--- src/mpwc_pkg.sv ---
// ----------------------------------------------------------------------------
// mpwc_pkg: shared definitions for the multichannel pulse window counter
// Channel count, command and result codes, sequencer states and the result
// record passed from the sequencer to the output stage.
// ----------------------------------------------------------------------------
package mpwc_pkg;

   localparam int CHANNELS = 2;
   localparam int CH_IDX_W = (CHANNELS > 1) ? $clog2(CHANNELS) : 1;

   localparam logic [31:0] TIMEOUT_RESET = 32'd3000;
   localparam logic [31:0] REPORT_RESET  = 32'd5000;
   localparam logic [7:0]  WINDOWS_RESET = 8'd12;

   typedef enum logic [2:0] {
      CMD_POLL       = 3'd0,
      CMD_PULSE      = 3'd1,
      CMD_READ_CLEAR = 3'd2,
      CMD_PEEK_COUNT = 3'd3,
      CMD_PEEK_TIME  = 3'd4
   } cmd_type;

   typedef enum logic [1:0] {
      KIND_ALARM  = 2'd0,
      KIND_WINDOW = 2'd1,
      KIND_TOTAL  = 2'd2,
      KIND_QUERY  = 2'd3
   } kind_type;

   typedef enum logic [1:0] {
      REG_TIMEOUT = 2'd0,
      REG_REPORT  = 2'd1,
      REG_WINDOWS = 2'd2
   } reg_index_type;

   typedef enum logic {
      ALU_SUB = 1'b0,
      ALU_ADD = 1'b1
   } alu_op_type;

   typedef enum logic [3:0] {
      ST_IDLE,
      ST_ALARM,
      ST_RCHK,
      ST_WIN,
      ST_TCHK,
      ST_TOT,
      ST_PULSE,
      ST_QUERY,
      ST_DONE
   } state_type;

   typedef struct packed {
      kind_type    kind;
      logic [2:0]  chan;
      logic [31:0] value;
      logic        last;
   } rsp_item_type;

endpackage

--- src/mpwc_alu.sv ---
// ----------------------------------------------------------------------------
// mpwc_alu: shared add/subtract and threshold compare
// One 32-bit adder used by the sequencer for elapsed-time checks,
// count increments and window sum accumulation.
// ----------------------------------------------------------------------------
module mpwc_alu (
   input  mpwc_pkg::alu_op_type op,
   input  logic [31:0]          a,
   input  logic [31:0]          b,
   input  logic [31:0]          thr,
   output logic [31:0]          res,
   output logic                 ge
);
   import mpwc_pkg::*;

   always_comb begin
      if (op == ALU_ADD) begin
         res = a + b;
      end else begin
         res = a - b;
      end
      ge = (res >= thr);
   end

endmodule

--- src/mpwc_seq.sv ---
// ----------------------------------------------------------------------------
// mpwc_seq: per-transaction sequencer and channel state
// Walks the channels one per cycle unless the output stalls, uses the shared
// ALU, holds counters and timestamps, and stages results to flag the last.
// ----------------------------------------------------------------------------
module mpwc_seq (
   input  logic                  clock,
   input  logic                  reset,
   input  logic                  req_valid,
   output logic                  req_ready,
   input  logic [2:0]            req_cmd,
   input  logic [2:0]            req_channel,
   input  logic [31:0]           req_now,
   input  logic                  csr_valid,
   input  logic [1:0]            csr_index,
   input  logic [31:0]           csr_data,
   input  logic                  out_free,
   output logic                  push_valid,
   output mpwc_pkg::rsp_item_type push_item
);
   import mpwc_pkg::*;

   state_type             state_ff, state_in;
   logic [CH_IDX_W-1:0]   idx_ff, idx_in;
   cmd_type               cmd_ff, cmd_in;
   logic [2:0]            chan_ff, chan_in;
   logic [31:0]           now_ff, now_in;
   rsp_item_type          pend_ff, pend_in;
   logic                  pend_valid_ff, pend_valid_in;
   logic [31:0]           lrt_ff, lrt_in;
   logic [7:0]            wc_ff, wc_in;
   logic [31:0]           timeout_ff, report_ff;
   logic [7:0]            wpt_ff;

   logic [31:0]           pc_ff  [CHANNELS];
   logic [31:0]           lpt_ff [CHANNELS];
   logic [31:0]           ms_ff  [CHANNELS];

   logic [CH_IDX_W-1:0]   sel;
   logic [31:0]           pc_rd, lpt_rd, ms_rd;
   logic                  pc_we, lpt_we, ms_we;
   logic [31:0]           pc_wd, ms_wd;
   logic                  chan_ok, idx_last;
   logic                  emit, emit_ok, advance;
   rsp_item_type          new_item;
   logic [31:0]           qval;

   alu_op_type            alu_op;
   logic [31:0]           alu_a, alu_b, alu_thr, alu_res;
   logic                  alu_ge;

   mpwc_alu u_alu (
      .op  (alu_op),
      .a   (alu_a),
      .b   (alu_b),
      .thr (alu_thr),
      .res (alu_res),
      .ge  (alu_ge)
   );

   assign req_ready = (state_ff == ST_IDLE);
   assign chan_ok   = ({1'b0, chan_ff} < 4'(CHANNELS));
   assign idx_last  = (idx_ff == CH_IDX_W'(CHANNELS - 1));
   assign sel       = (state_ff == ST_ALARM || state_ff == ST_WIN || state_ff == ST_TOT)
                      ? idx_ff : chan_ff[CH_IDX_W-1:0];
   assign pc_rd     = pc_ff[sel];
   assign lpt_rd    = lpt_ff[sel];
   assign ms_rd     = ms_ff[sel];
   assign emit_ok   = !pend_valid_ff || out_free;

   always_comb begin
      qval = 32'd0;
      if (chan_ok) begin
         case (cmd_ff)
            CMD_PEEK_TIME: qval = lpt_rd;
            default:       qval = pc_rd;
         endcase
      end
   end

   always_comb begin
      state_in      = state_ff;
      idx_in        = idx_ff;
      cmd_in        = cmd_ff;
      chan_in       = chan_ff;
      now_in        = now_ff;
      pend_in       = pend_ff;
      pend_valid_in = pend_valid_ff;
      lrt_in        = lrt_ff;
      wc_in         = wc_ff;
      emit          = 1'b0;
      new_item      = '0;
      pc_we         = 1'b0;
      lpt_we        = 1'b0;
      ms_we         = 1'b0;
      pc_wd         = 32'd0;
      ms_wd         = 32'd0;
      push_valid    = 1'b0;
      push_item     = pend_ff;
      push_item.last = 1'b0;
      alu_op        = ALU_SUB;
      alu_a         = now_ff;
      alu_b         = lpt_rd;
      alu_thr       = timeout_ff;
      advance       = 1'b1;

      unique case (state_ff)
         ST_IDLE: begin
            if (req_valid) begin
               cmd_in  = cmd_type'(req_cmd);
               chan_in = req_channel;
               now_in  = req_now;
               idx_in  = '0;
               unique case (cmd_type'(req_cmd)) inside
                  CMD_POLL:  state_in = ST_ALARM;
                  CMD_PULSE: state_in = ST_PULSE;
                  CMD_READ_CLEAR, CMD_PEEK_COUNT, CMD_PEEK_TIME: state_in = ST_QUERY;
                  default:   state_in = ST_DONE;
               endcase
            end
         end
         ST_ALARM: begin
            emit     = (lpt_rd != 32'd0) && alu_ge;
            new_item = '{kind: KIND_ALARM, chan: 3'(idx_ff), value: alu_res, last: 1'b0};
            advance  = !emit || emit_ok;
            if (advance) begin
               lpt_we = emit;
               if (idx_last) begin
                  idx_in   = '0;
                  state_in = ST_RCHK;
               end else begin
                  idx_in = idx_ff + 1'b1;
               end
            end
         end
         ST_RCHK: begin
            alu_b   = lrt_ff;
            alu_thr = report_ff;
            if (alu_ge) begin
               lrt_in   = now_ff;
               state_in = ST_WIN;
            end else begin
               state_in = ST_TCHK;
            end
         end
         ST_WIN: begin
            alu_op   = ALU_ADD;
            alu_a    = ms_rd;
            alu_b    = pc_rd;
            emit     = 1'b1;
            new_item = '{kind: KIND_WINDOW, chan: 3'(idx_ff), value: pc_rd, last: 1'b0};
            advance  = emit_ok;
            if (advance) begin
               ms_we = 1'b1;
               ms_wd = alu_res;
               pc_we = 1'b1;
               if (idx_last) begin
                  idx_in   = '0;
                  wc_in    = wc_ff + 8'd1;
                  state_in = ST_TCHK;
               end else begin
                  idx_in = idx_ff + 1'b1;
               end
            end
         end
         ST_TCHK: begin
            if (wc_ff >= wpt_ff) begin
               state_in = ST_TOT;
            end else begin
               state_in = ST_DONE;
            end
         end
         ST_TOT: begin
            emit     = 1'b1;
            new_item = '{kind: KIND_TOTAL, chan: 3'(idx_ff), value: ms_rd, last: 1'b0};
            advance  = emit_ok;
            if (advance) begin
               ms_we = 1'b1;
               if (idx_last) begin
                  idx_in   = '0;
                  wc_in    = 8'd0;
                  state_in = ST_DONE;
               end else begin
                  idx_in = idx_ff + 1'b1;
               end
            end
         end
         ST_PULSE: begin
            alu_op = ALU_ADD;
            alu_a  = pc_rd;
            alu_b  = 32'd1;
            if (chan_ok) begin
               pc_we  = 1'b1;
               pc_wd  = alu_res;
               lpt_we = 1'b1;
            end
            state_in = ST_DONE;
         end
         ST_QUERY: begin
            emit     = 1'b1;
            new_item = '{kind: KIND_QUERY, chan: chan_ff, value: qval, last: 1'b0};
            advance  = emit_ok;
            if (advance) begin
               pc_we    = chan_ok && (cmd_ff == CMD_READ_CLEAR);
               state_in = ST_DONE;
            end
         end
         ST_DONE: begin
            // flush the staged result as the final one of the transaction
            if (pend_valid_ff) begin
               if (out_free) begin
                  push_valid     = 1'b1;
                  push_item.last = 1'b1;
                  pend_valid_in  = 1'b0;
                  state_in       = ST_IDLE;
               end
            end else begin
               state_in = ST_IDLE;
            end
         end
         default: state_in = ST_IDLE;
      endcase

      // stage the new result; the one it displaces is known not to be last
      if (emit && emit_ok) begin
         push_valid    = pend_valid_ff;
         pend_in       = new_item;
         pend_valid_in = 1'b1;
      end
   end

   always_ff @(posedge clock) begin
      if (reset) begin
         state_ff      <= ST_IDLE;
         pend_valid_ff <= 1'b0;
         idx_ff        <= '0;
         lrt_ff        <= 32'd0;
         wc_ff         <= 8'd0;
      end else begin
         state_ff      <= state_in;
         pend_valid_ff <= pend_valid_in;
         idx_ff        <= idx_in;
         lrt_ff        <= lrt_in;
         wc_ff         <= wc_in;
      end
   end

   always_ff @(posedge clock) begin
      cmd_ff  <= cmd_in;
      chan_ff <= chan_in;
      now_ff  <= now_in;
      pend_ff <= pend_in;
   end

   always_ff @(posedge clock) begin
      if (reset) begin
         timeout_ff <= TIMEOUT_RESET;
         report_ff  <= REPORT_RESET;
         wpt_ff     <= WINDOWS_RESET;
      end else if (csr_valid) begin
         unique case (reg_index_type'(csr_index))
            REG_TIMEOUT: timeout_ff <= csr_data;
            REG_REPORT:  report_ff  <= csr_data;
            REG_WINDOWS: wpt_ff     <= csr_data[7:0];
            default: ;
         endcase
      end
   end

   always_ff @(posedge clock) begin
      if (reset) begin
         for (int i = 0; i < CHANNELS; i++) begin
            pc_ff[i]  <= 32'd0;
            lpt_ff[i] <= 32'd0;
            ms_ff[i]  <= 32'd0;
         end
      end else begin
         if (pc_we) begin
            pc_ff[sel] <= pc_wd;
         end
         if (lpt_we) begin
            lpt_ff[sel] <= now_ff;
         end
         if (ms_we) begin
            ms_ff[sel] <= ms_wd;
         end
      end
   end

endmodule

--- src/multichannel_pulse_window_counter.sv ---
// ----------------------------------------------------------------------------
// multichannel_pulse_window_counter: pulse counting with windows and alarms
// Counts meter pulses per channel, raises no-pulse alarms, reports window
// counts and minute totals, and answers count and timestamp queries.
// ----------------------------------------------------------------------------
// Usage:
//   req_*  : one transaction per command (poll, pulse, read and clear, peek
//            count, peek last time) carrying the current tick time.
//   rsp_*  : results, none or several per transaction; rsp_last marks the
//            final result caused by a request. Pulses, quiet polls and
//            unknown commands give none.
//   csr_*  : register writes (timeout, report interval, windows per total),
//            always ready; write only while the block is idle.
// Timing: a poll walks the channels one per cycle, unless the output stalls,
//   for each of the alarm, window and total passes, the alarm and window
//   passes through the shared adder. A query answer passes through the staging
//   register and the output register to rsp_*. req_ready is low until the
//   transaction is finished.
// Stalls: results move through a one-deep staging register and the output
//   register; if both are full and rsp_ready is low, the next result waits.
// Reset: clears all counters, timestamps and the window count, and loads the
//   register defaults; no result is pending afterwards.
// ----------------------------------------------------------------------------
module multichannel_pulse_window_counter (
   input  logic        clock,
   input  logic        reset,
   input  logic        req_valid,
   output logic        req_ready,
   input  logic [2:0]  req_cmd,
   input  logic [2:0]  req_channel,
   input  logic [31:0] req_now,
   output logic        rsp_valid,
   input  logic        rsp_ready,
   output logic [1:0]  rsp_kind,
   output logic [2:0]  rsp_chan_out,
   output logic [31:0] rsp_value,
   output logic        rsp_last,
   input  logic        csr_valid,
   output logic        csr_ready,
   input  logic [1:0]  csr_index,
   input  logic [31:0] csr_data
);
   import mpwc_pkg::*;

   logic         rsp_valid_ff;
   rsp_item_type rsp_item_ff;
   logic         out_free;
   logic         push_valid;
   rsp_item_type push_item;

   assign csr_ready = 1'b1;
   assign out_free  = !rsp_valid_ff || rsp_ready;

   mpwc_seq u_seq (
      .clock       (clock),
      .reset       (reset),
      .req_valid   (req_valid),
      .req_ready   (req_ready),
      .req_cmd     (req_cmd),
      .req_channel (req_channel),
      .req_now     (req_now),
      .csr_valid   (csr_valid),
      .csr_index   (csr_index),
      .csr_data    (csr_data),
      .out_free    (out_free),
      .push_valid  (push_valid),
      .push_item   (push_item)
   );

   always_ff @(posedge clock) begin
      if (reset) begin
         rsp_valid_ff <= 1'b0;
      end else if (push_valid) begin
         rsp_valid_ff <= 1'b1;
      end else if (rsp_ready) begin
         rsp_valid_ff <= 1'b0;
      end
   end

   always_ff @(posedge clock) begin
      if (push_valid) begin
         rsp_item_ff <= push_item;
      end
   end

   assign rsp_valid    = rsp_valid_ff;
   assign rsp_kind     = rsp_item_ff.kind;
   assign rsp_chan_out = rsp_item_ff.chan;
   assign rsp_value    = rsp_item_ff.value;
   assign rsp_last     = rsp_item_ff.last;

endmodule

--- config.mk ---
export PLATFORM = sky130hd
export DESIGN_NAME = multichannel_pulse_window_counter
export DESIGN_NICKNAME = d
export VERILOG_FILES = /design/src/mpwc_pkg.sv /design/src/mpwc_alu.sv /design/src/mpwc_seq.sv /design/src/multichannel_pulse_window_counter.sv
export SDC_FILE = /design/constraint.sdc
export NUM_CORES = 1
export LEC_CHECK = 0
export ABC_AREA = 1
export BUFFER_PORTS_ARGS = -buffer_cell sky130_fd_sc_hd__buf_2
export CORE_UTILIZATION = 53
export CTS_BUF_LIST = sky130_fd_sc_hd__clkbuf_8
export DETAILED_ROUTE_END_ITERATION = 10
export PLACE_DENSITY_LB_ADDON = 0.05
export SYNTH_ARGS = -nofsm -noshare
export SYNTH_HDL_FRONTEND = slang
export SYNTH_SLANG_ARGS = --single-unit
--- constraint.sdc ---
create_clock -name clock -period 16.1 [get_ports clock]
set_input_delay 1.61 -clock clock [delete_from_list [all_inputs] [get_ports clock]]
set_output_delay 1.61 -clock clock [all_outputs]
set_load 0.01 [all_outputs]
==> summary.md, run 1 <==
| Metric | Value |
|---|---|
| GRT Util Overall | `34.7%` |
| Max_cap viols | `0` |
| Die Span X | `207 µm` |
| Synthesized cell area | `22,300 µm²` |
| Failing checks | `design-rule violations` |
| Worst setup margin | `6490 ps` |
| FP Rows | `74` |
| Run status | `complete, but fails checks` |
| Layout Nets | `2,955` |
| Cell taking the most area after synthesis | `edfxtp_1` |
| Area Growth Syn to Fin | `10.7%` |
| WS Path Type | `flip-flop to flip-flop` |
| Power per cell area | `229 nW/µm²` |
| Fill count | `3,687` |
| Post-route DRC | `4` |
| DR pass1 iterations | `11` |
| Post-synth EDFFs | `305` |
| Syn_nets | `2,847` |
| Syn Area/Cell | `8.27 µm²` |
| CTS Sinks | `424` |
| Synth top cells by count | `710 x nand2_1, 335 x nor2_1, 305 x edfxtp_1` |
| Net Sw Power | `2.86 mW` |
| Mapped Cells | `2,696` |
| Port Buf Inserts | `116` |
| Worst-path clk slew | `60 ps` |
| Sequential area share after synthesis | `51.8%` |
| Warnings, synthesis | `0` |
| CP required | `16,450 ps` |
| Routed Antenna Nets | `0` |
| Hold Slack | `420 ps` |
| DIE AREA | `42,900 µm²` |
| Crit share post-route | `59.7%` |
| Highest Signal Layer | `met4` |
| CTS Buf Count | `71` |
| Vias in the first global route | `18,600` |
| Crit-path max FO | `54` |
| Startpoint Class | `flip-flop` |
| Clk_lat worst skew | `670 ps` |
| Largest stage delay, worst path | `630 ps` |
| Post-CTS Setup Bufs | `0` |
| Synth cell types | `48` |
| Crit end category | `flip-flop` |
| HP Class | `flip-flop to flip-flop` |
| Post-synth top flop | `edfxtp_1` |
| CTS resizes | `0` |
| Vias per cell | `5.78` |
| Core area | `41,100 µm²` |
| Met3 WL | `5.68 mm` |
| Slew @ Worst Pin | `1160 ps` |
| Drt wl/cell | `22.0 µm` |
| DRT met1 WL | `30.1 mm` |
| Clk pwr share | `15.9%` |
| Post-route setup TNS | `0 ps` |
| I/O pin total | `118` |
| Area of the multi-input gates | `9170 µm²` |
| Fin. max-slew vios | `0` |
| Top-count cell post-synth | `nand2_1` |
| Cell area after layout | `24,700 µm²` |
| Initial antenna violation count | `1` |
| Via count | `19,600` |
| Register bit count reported by yosys | `424` |
| Met2 wire len | `34.8 mm` |
| Tot Pwr | `5.66 mW` |
| RSZ-0062 raised after global routing | `false` |
| Layout cell share with drive strength beyond 1 | `9.95%` |
| Total gr overflow | `0` |
| FMAX | `104 MHz` |
| Crit-path slowest cell | `buf_4` |
| Peak supply drop | `0.000120 V` |
| Dpl hpwl | `54.5 mm` |
| Dpl cell area | `23,400 µm²` |
| Period minus WS final | `9610 ps` |
| Clk_skew | `28.5 ps` |
| Final WL | `74.8 mm` |
| LEAKAGE | `10.5 nW` |
| Number of H-tree levels | `3` |
| Slew HR | `22.5%` |
| Most area-consuming cells after synthesis | `edfxtp_1 41%, nand2_1 12%, dfxtp_1 11%` |
| Crit path DAT | `9960 ps` |
| Flop pwr share | `26.1%` |
| Pint | `2.81 mW` |
| Async SR Flop Fraction | `0%` |
| Final setup viols | `0` |
| Initial Utilization | `54.2%` |
| Global-route wire length before repair | `111 mm` |
| Share of the synthesized area in the top cell type | `41.1%` |
| Gp weighted congestion | `0.984` |
| Switching power share of the total | `50.4%` |
| Chip Height | `207 µm` |
| CTS tree | `built` |
| Maximum number of pins on one net before global-route repair | `80` |
| Worst slack at placement | `6730 ps` |
| Cell mode on critical path | `nand2_1` |
| Starting DRT DRC Count | `2,237` |
| Clock Tree Root | `clkbuf_8` |
| Seq. cell area | `11,500 µm²` |
| # hold bufs at CTS | `0` |
| N_diodes | `0` |
| Logic pwr share | `58.0%` |
| Max clock buf depth | `3` |
| Final hold violation count | `0` |
## kinds of logic (layout without fill, tap and decap cells)
| logic type | count (synthesis) | in the layout | synth area share [%] |
|---|---|---|---|
| compound gates | 379 | 379 | 9.53 |
| xor+xnor | 55 | 55 | 2.16 |
| fa+ha+maj | 74 | 74 | 4.19 |
| buf+inv | 417 | 584 | 7.30 |
| flops | 424 | 424 | 51.8 |
| mux | 5 | 5 | 0.225 |
| other cells | 1 | 1 | 0.0168 |
| simple gates | 1341 | 1341 | 24.8 |
## stage by stage
stage	util, %	cells
floorplan	-	2696
global placement	56.8	3263
detailed placement	56.8	3263
CTS	60.0	3395
global route	60.0	3395
finish	60.0	3395
## placed cells by master, fill, tap and decap left out, drive strengths merged, types with 6 or more instances in the layout
cell,netlist,routed
inv,294,328
clkinv,3,22
nor4,6,6
xnor2,24,24
o21ai,162,162
nor2,342,342
nand3,190,190
ha,73,73
dfxtp,119,119
a21oi,145,145
clkbuf,73,78
o211ai,12,12
nand3b,8,8
xor2,31,31
nand4,40,40
buf,47,155
nor3,28,28
o221ai,30,30
o21a,6,6
edfxtp,305,305
nand2,718,718
## per-layer routing
metal,vias up,GRT usage (%)
met5,-,0
met4,0,18.2
met3,189,6.05
met2,912,56.2
met1,9369,44.7
li1,9170,-
## critical path, delay by kind of cell (launching register included)
family | cells | cell delay [ps]
compound gates | 4 | 990
xor+xnor | 1 | 440
fa+ha+maj | 3 | 760
buf+inv | 6 | 1710
flops | 1 | 440
simple gates | 30 | 4870
## flip-flops by register name (all words and copies together), names as in the netlist, 2 cells and up
register          flops
u_seq.cmd_ff          3
u_seq.wpt_ff          8
u_seq.report_ff      32
u_seq.timeout_ff     32
u_seq.push_item      37
rsp_value            32
u_seq.lpt_ff         64
u_seq.lrt_ff         32
u_seq.now_ff         32
u_seq.chan_ff         3
u_seq.state_ff        4
u_seq.wc_ff           8
u_seq.pc_ff          64
u_seq.ms_ff          64
rsp_kind              2
rsp_chan_out          3
## cell type report
type / instances / share of cell area (%)
sequential: 424 / 46.8
multi-input combinational: 1855 / 37.2
inverter: 297 / 4.52
clock buffer: 78 / 4.35
timing repair buffer: 155 / 3.54
tap: 532 / 2.70
clock inverter: 54 / 0.973
## final timing paths
path / from / end / slack [ps] / cells past startpoint
min: u_seq.push_item[34] / rsp_chan_out[1] / 420 / 0
min reg2reg: u_seq.push_item[34] / rsp_chan_out[1] / 420 / 0
max reg2reg: u_seq.state_ff[0] / u_seq.lpt_ff[0][2] / 6490 / 44
max: u_seq.state_ff[0] / u_seq.lpt_ff[0][2] / 6490 / 44
## power groups by stage
stage                     Sequential, mW  Clock [mW]  Combinational (mW)
after floorplan                     1.48           0                2.05
after global placement              1.49           0                3.15
after detailed placement            1.50           0                3.20
after CTS                           1.48       0.910                3.23
after global routing                1.50       0.956                3.56
final                               1.48       0.899                3.28
Note: power is estimated with default switching activity, not from simulation.
==> run 2, diff against run 1 <==
==> constraint.sdc (replaced) <==
create_clock -name clock -period 8.7 [get_ports clock]
set_input_delay 0.87 -clock clock [delete_from_list [all_inputs] [get_ports clock]]
set_output_delay 0.87 -clock clock [all_outputs]
set_load 0.01 [all_outputs]
==> summary.md, run 2 (synthesis results as in run 1) <==
| Metric | Value |
|---|---|
| HP Class | `input pin to flip-flop (was flip-flop to flip-flop)` |
| Drt wl/cell | `21.7 µm (was 22.0 µm)` |
| Largest stage delay, worst path | `540 ps (was 630 ps)` |
| Post-route setup TNS | `0 ps (unchanged)` |
| Min-Delay Endpoint | `u_seq.chan_ff[0] (was rsp_chan_out[1])` |
| CTS Sinks | `424 (unchanged)` |
| R2R Path End | `u_seq.lpt_ff[0][7] (was u_seq.lpt_ff[0][2])` |
| Crit-path max FO | `38 (was 54)` |
| Worst setup margin | `1030 ps (was 6490 ps)` |
| Via count | `19,700 (was 19,600)` |
| Area Growth Syn to Fin | `11.5% (was 10.7%)` |
| Chip Height | `207 µm (unchanged)` |
| Crit end category | `flip-flop (unchanged)` |
| WS Path Type | `flip-flop to flip-flop (unchanged)` |
| Vias in the first global route | `18,800 (was 18,600)` |
| Clk_skew | `34.5 ps (was 28.5 ps)` |
| Layout Nets | `2,969 (was 2,955)` |
| Worst Hold Depth | `1 (was 0)` |
| Peak supply drop | `0.000276 V (was 0.000120 V)` |
| Vias per cell | `5.77 (was 5.78)` |
| Global-route wire length before repair | `111 mm (about the same)` |
| Power per cell area | `435 nW/µm² (was 229 nW/µm²)` |
| Dpl hpwl | `53.0 mm (was 54.5 mm)` |
| # hold bufs at CTS | `0 (unchanged)` |
| Port Buf Inserts | `116 (unchanged)` |
| Period minus WS final | `7670 ps (was 9610 ps)` |
| FP Rows | `74 (unchanged)` |
| Slew HR | `25.7% (was 22.5%)` |
| Cell mode on critical path | `nand2_1 (unchanged)` |
| Max_cap viols | `0 (unchanged)` |
| GRT Util Overall | `34.4% (was 34.7%)` |
| LEAKAGE | `10.6 nW (was 10.5 nW)` |
| Final hold violation count | `0 (unchanged)` |
| Clk_lat worst skew | `670 ps (about the same)` |
| Failing checks | `design-rule violations (unchanged)` |
| Post-CTS Setup Bufs | `0 (unchanged)` |
| Biggest regs | `u_seq.lpt_ff x64, u_seq.ms_ff x64, u_seq.pc_ff x64 (unchanged)` |
| Post-route insts no fill | `3,409 (was 3,395)` |
| Final setup viols | `0 (unchanged)` |
| DR pass1 iterations | `11 (unchanged)` |
| Hold Crit Start | `req_channel[0] (was u_seq.push_item[34])` |
| Total gr overflow | `0 (unchanged)` |
| Placed Cells | `3,276 (was 3,263)` |
| R2R Setup Slk | `1030 ps (was 6490 ps)` |
| Post-route DRC | `1 (was 4)` |
| I/O pin total | `118 (unchanged)` |
| Initial Utilization | `54.2% (unchanged)` |
| Worst-path clk slew | `60 ps (about the same)` |
| Gp weighted congestion | `0.967 (was 0.984)` |
| Core area | `41,100 µm² (unchanged)` |
| Starting DRT DRC Count | `2,041 (was 2,237)` |
| Run status | `complete, but fails checks (unchanged)` |
| Layout cell share with drive strength beyond 1 | `10.5% (was 9.95%)` |
| Tot Pwr | `10.8 mW (was 5.66 mW)` |
| Crit path DAT | `8000 ps (was 9960 ps)` |
| Reg2Reg Depth | `38 (was 44)` |
| Initial antenna violation count | `1 (unchanged)` |
| CP required | `9030 ps (was 16,450 ps)` |
| Crit share post-route | `88.2% (was 59.7%)` |
| CTS tree | `built (unchanged)` |
| Clock Tree Root | `clkbuf_8 (unchanged)` |
| Startpoint Class | `flip-flop (unchanged)` |
| Die Span X | `207 µm (unchanged)` |
| DIE AREA | `42,900 µm² (unchanged)` |
| Crit-path slowest cell | `xor2_1 (was buf_4)` |
| Slew @ Worst Pin | `1110 ps (was 1160 ps)` |
| Number of H-tree levels | `3 (unchanged)` |
| Maximum number of pins on one net before global-route repair | `103 (was 80)` |
| Commonest non-fill, non-tap cells in the layout | `705 x nand2_1, 330 x nor2_1, 320 x inv_1 (was 707 x nand2_1, 330 x nor2_1, 318 x inv_1)` |
| Final WL | `74.1 mm (was 74.8 mm)` |
| Routed Antenna Nets | `0 (unchanged)` |
| RSZ-0062 raised after global routing | `false (unchanged)` |
| CTS resizes | `0 (unchanged)` |
| Fill count | `3,724 (was 3,687)` |
| Worst R2R Start | `u_seq.state_ff[0] (unchanged)` |
| Worst slack at placement | `1220 ps (was 6730 ps)` |
| Max clock buf depth | `3 (unchanged)` |
| Fin. max-slew vios | `0 (unchanged)` |
| FMAX | `130 MHz (was 104 MHz)` |
| Most common cell after layout, fill and taps aside | `nand2_1 (unchanged)` |
| CTS Buf Count | `72 (was 71)` |
[run 2: area by class of cell]
class	count	area (µm²)	area share [%]
timing repair buffer	168	1020	4.11
antenna	1	2.50	0.0101
clock buffer	82	1130	4.54
inverter	297	1120	4.49
sequential	424	11500	46.4
tap	532	666	2.68
clock inverter	50	211	0.850
multi-input combinational	1855	9180	36.9
[run 2: worst max-delay path, delay by kind of cell, from the launching register on]
kind	cells	cell delay (ps)
compound gates	5	1040
xor+xnor	2	710
fa+ha+maj	3	840
buf+inv	5	670
flops	1	430
simple gates	23	3570
[run 2: layer usage]
layer	track usage (%)	wire length (µm)	vias to the layer above
met2	54.9	33500	997
met4	18.9	4170	0
met5	0	0	-
met1	44.1	30200	9211
li1	-	-	9206
met3	7.14	6200	248
[run 2: how the worst max path moves through the flow]
stage                                  from                 end  slack (ps)
after floorplan           u_seq.state_ff[2]  u_seq.lpt_ff[0][0]        2130
final                     u_seq.state_ff[0]  u_seq.lpt_ff[0][7]        1030
after global routing      u_seq.state_ff[0]  u_seq.lpt_ff[0][2]         270
after CTS                 u_seq.state_ff[1]  u_seq.lpt_ff[0][7]        1140
after global placement    u_seq.state_ff[1]  u_seq.lpt_ff[0][8]        1320
after detailed placement  u_seq.state_ff[1]  u_seq.lpt_ff[0][8]        1220
[run 2: power by group]
| part | switching, mW | internal [mW] |
|---|---|---|
| Sequential | 0.125 | 2.60 |
| Clock | 0.818 | 0.861 |
| Combinational | 4.49 | 1.92 |
| Total | 5.43 | 5.38 |
[run 2: through the flow]
step	instance area, µm²	utilization [%]	hold WS (ps)
finish	24900	60.5	381
global placement	23500	57.2	401
global route	24900	60.5	354
detailed placement	23500	57.2	405
floorplan	22300	-	400
CTS	24900	60.5	335
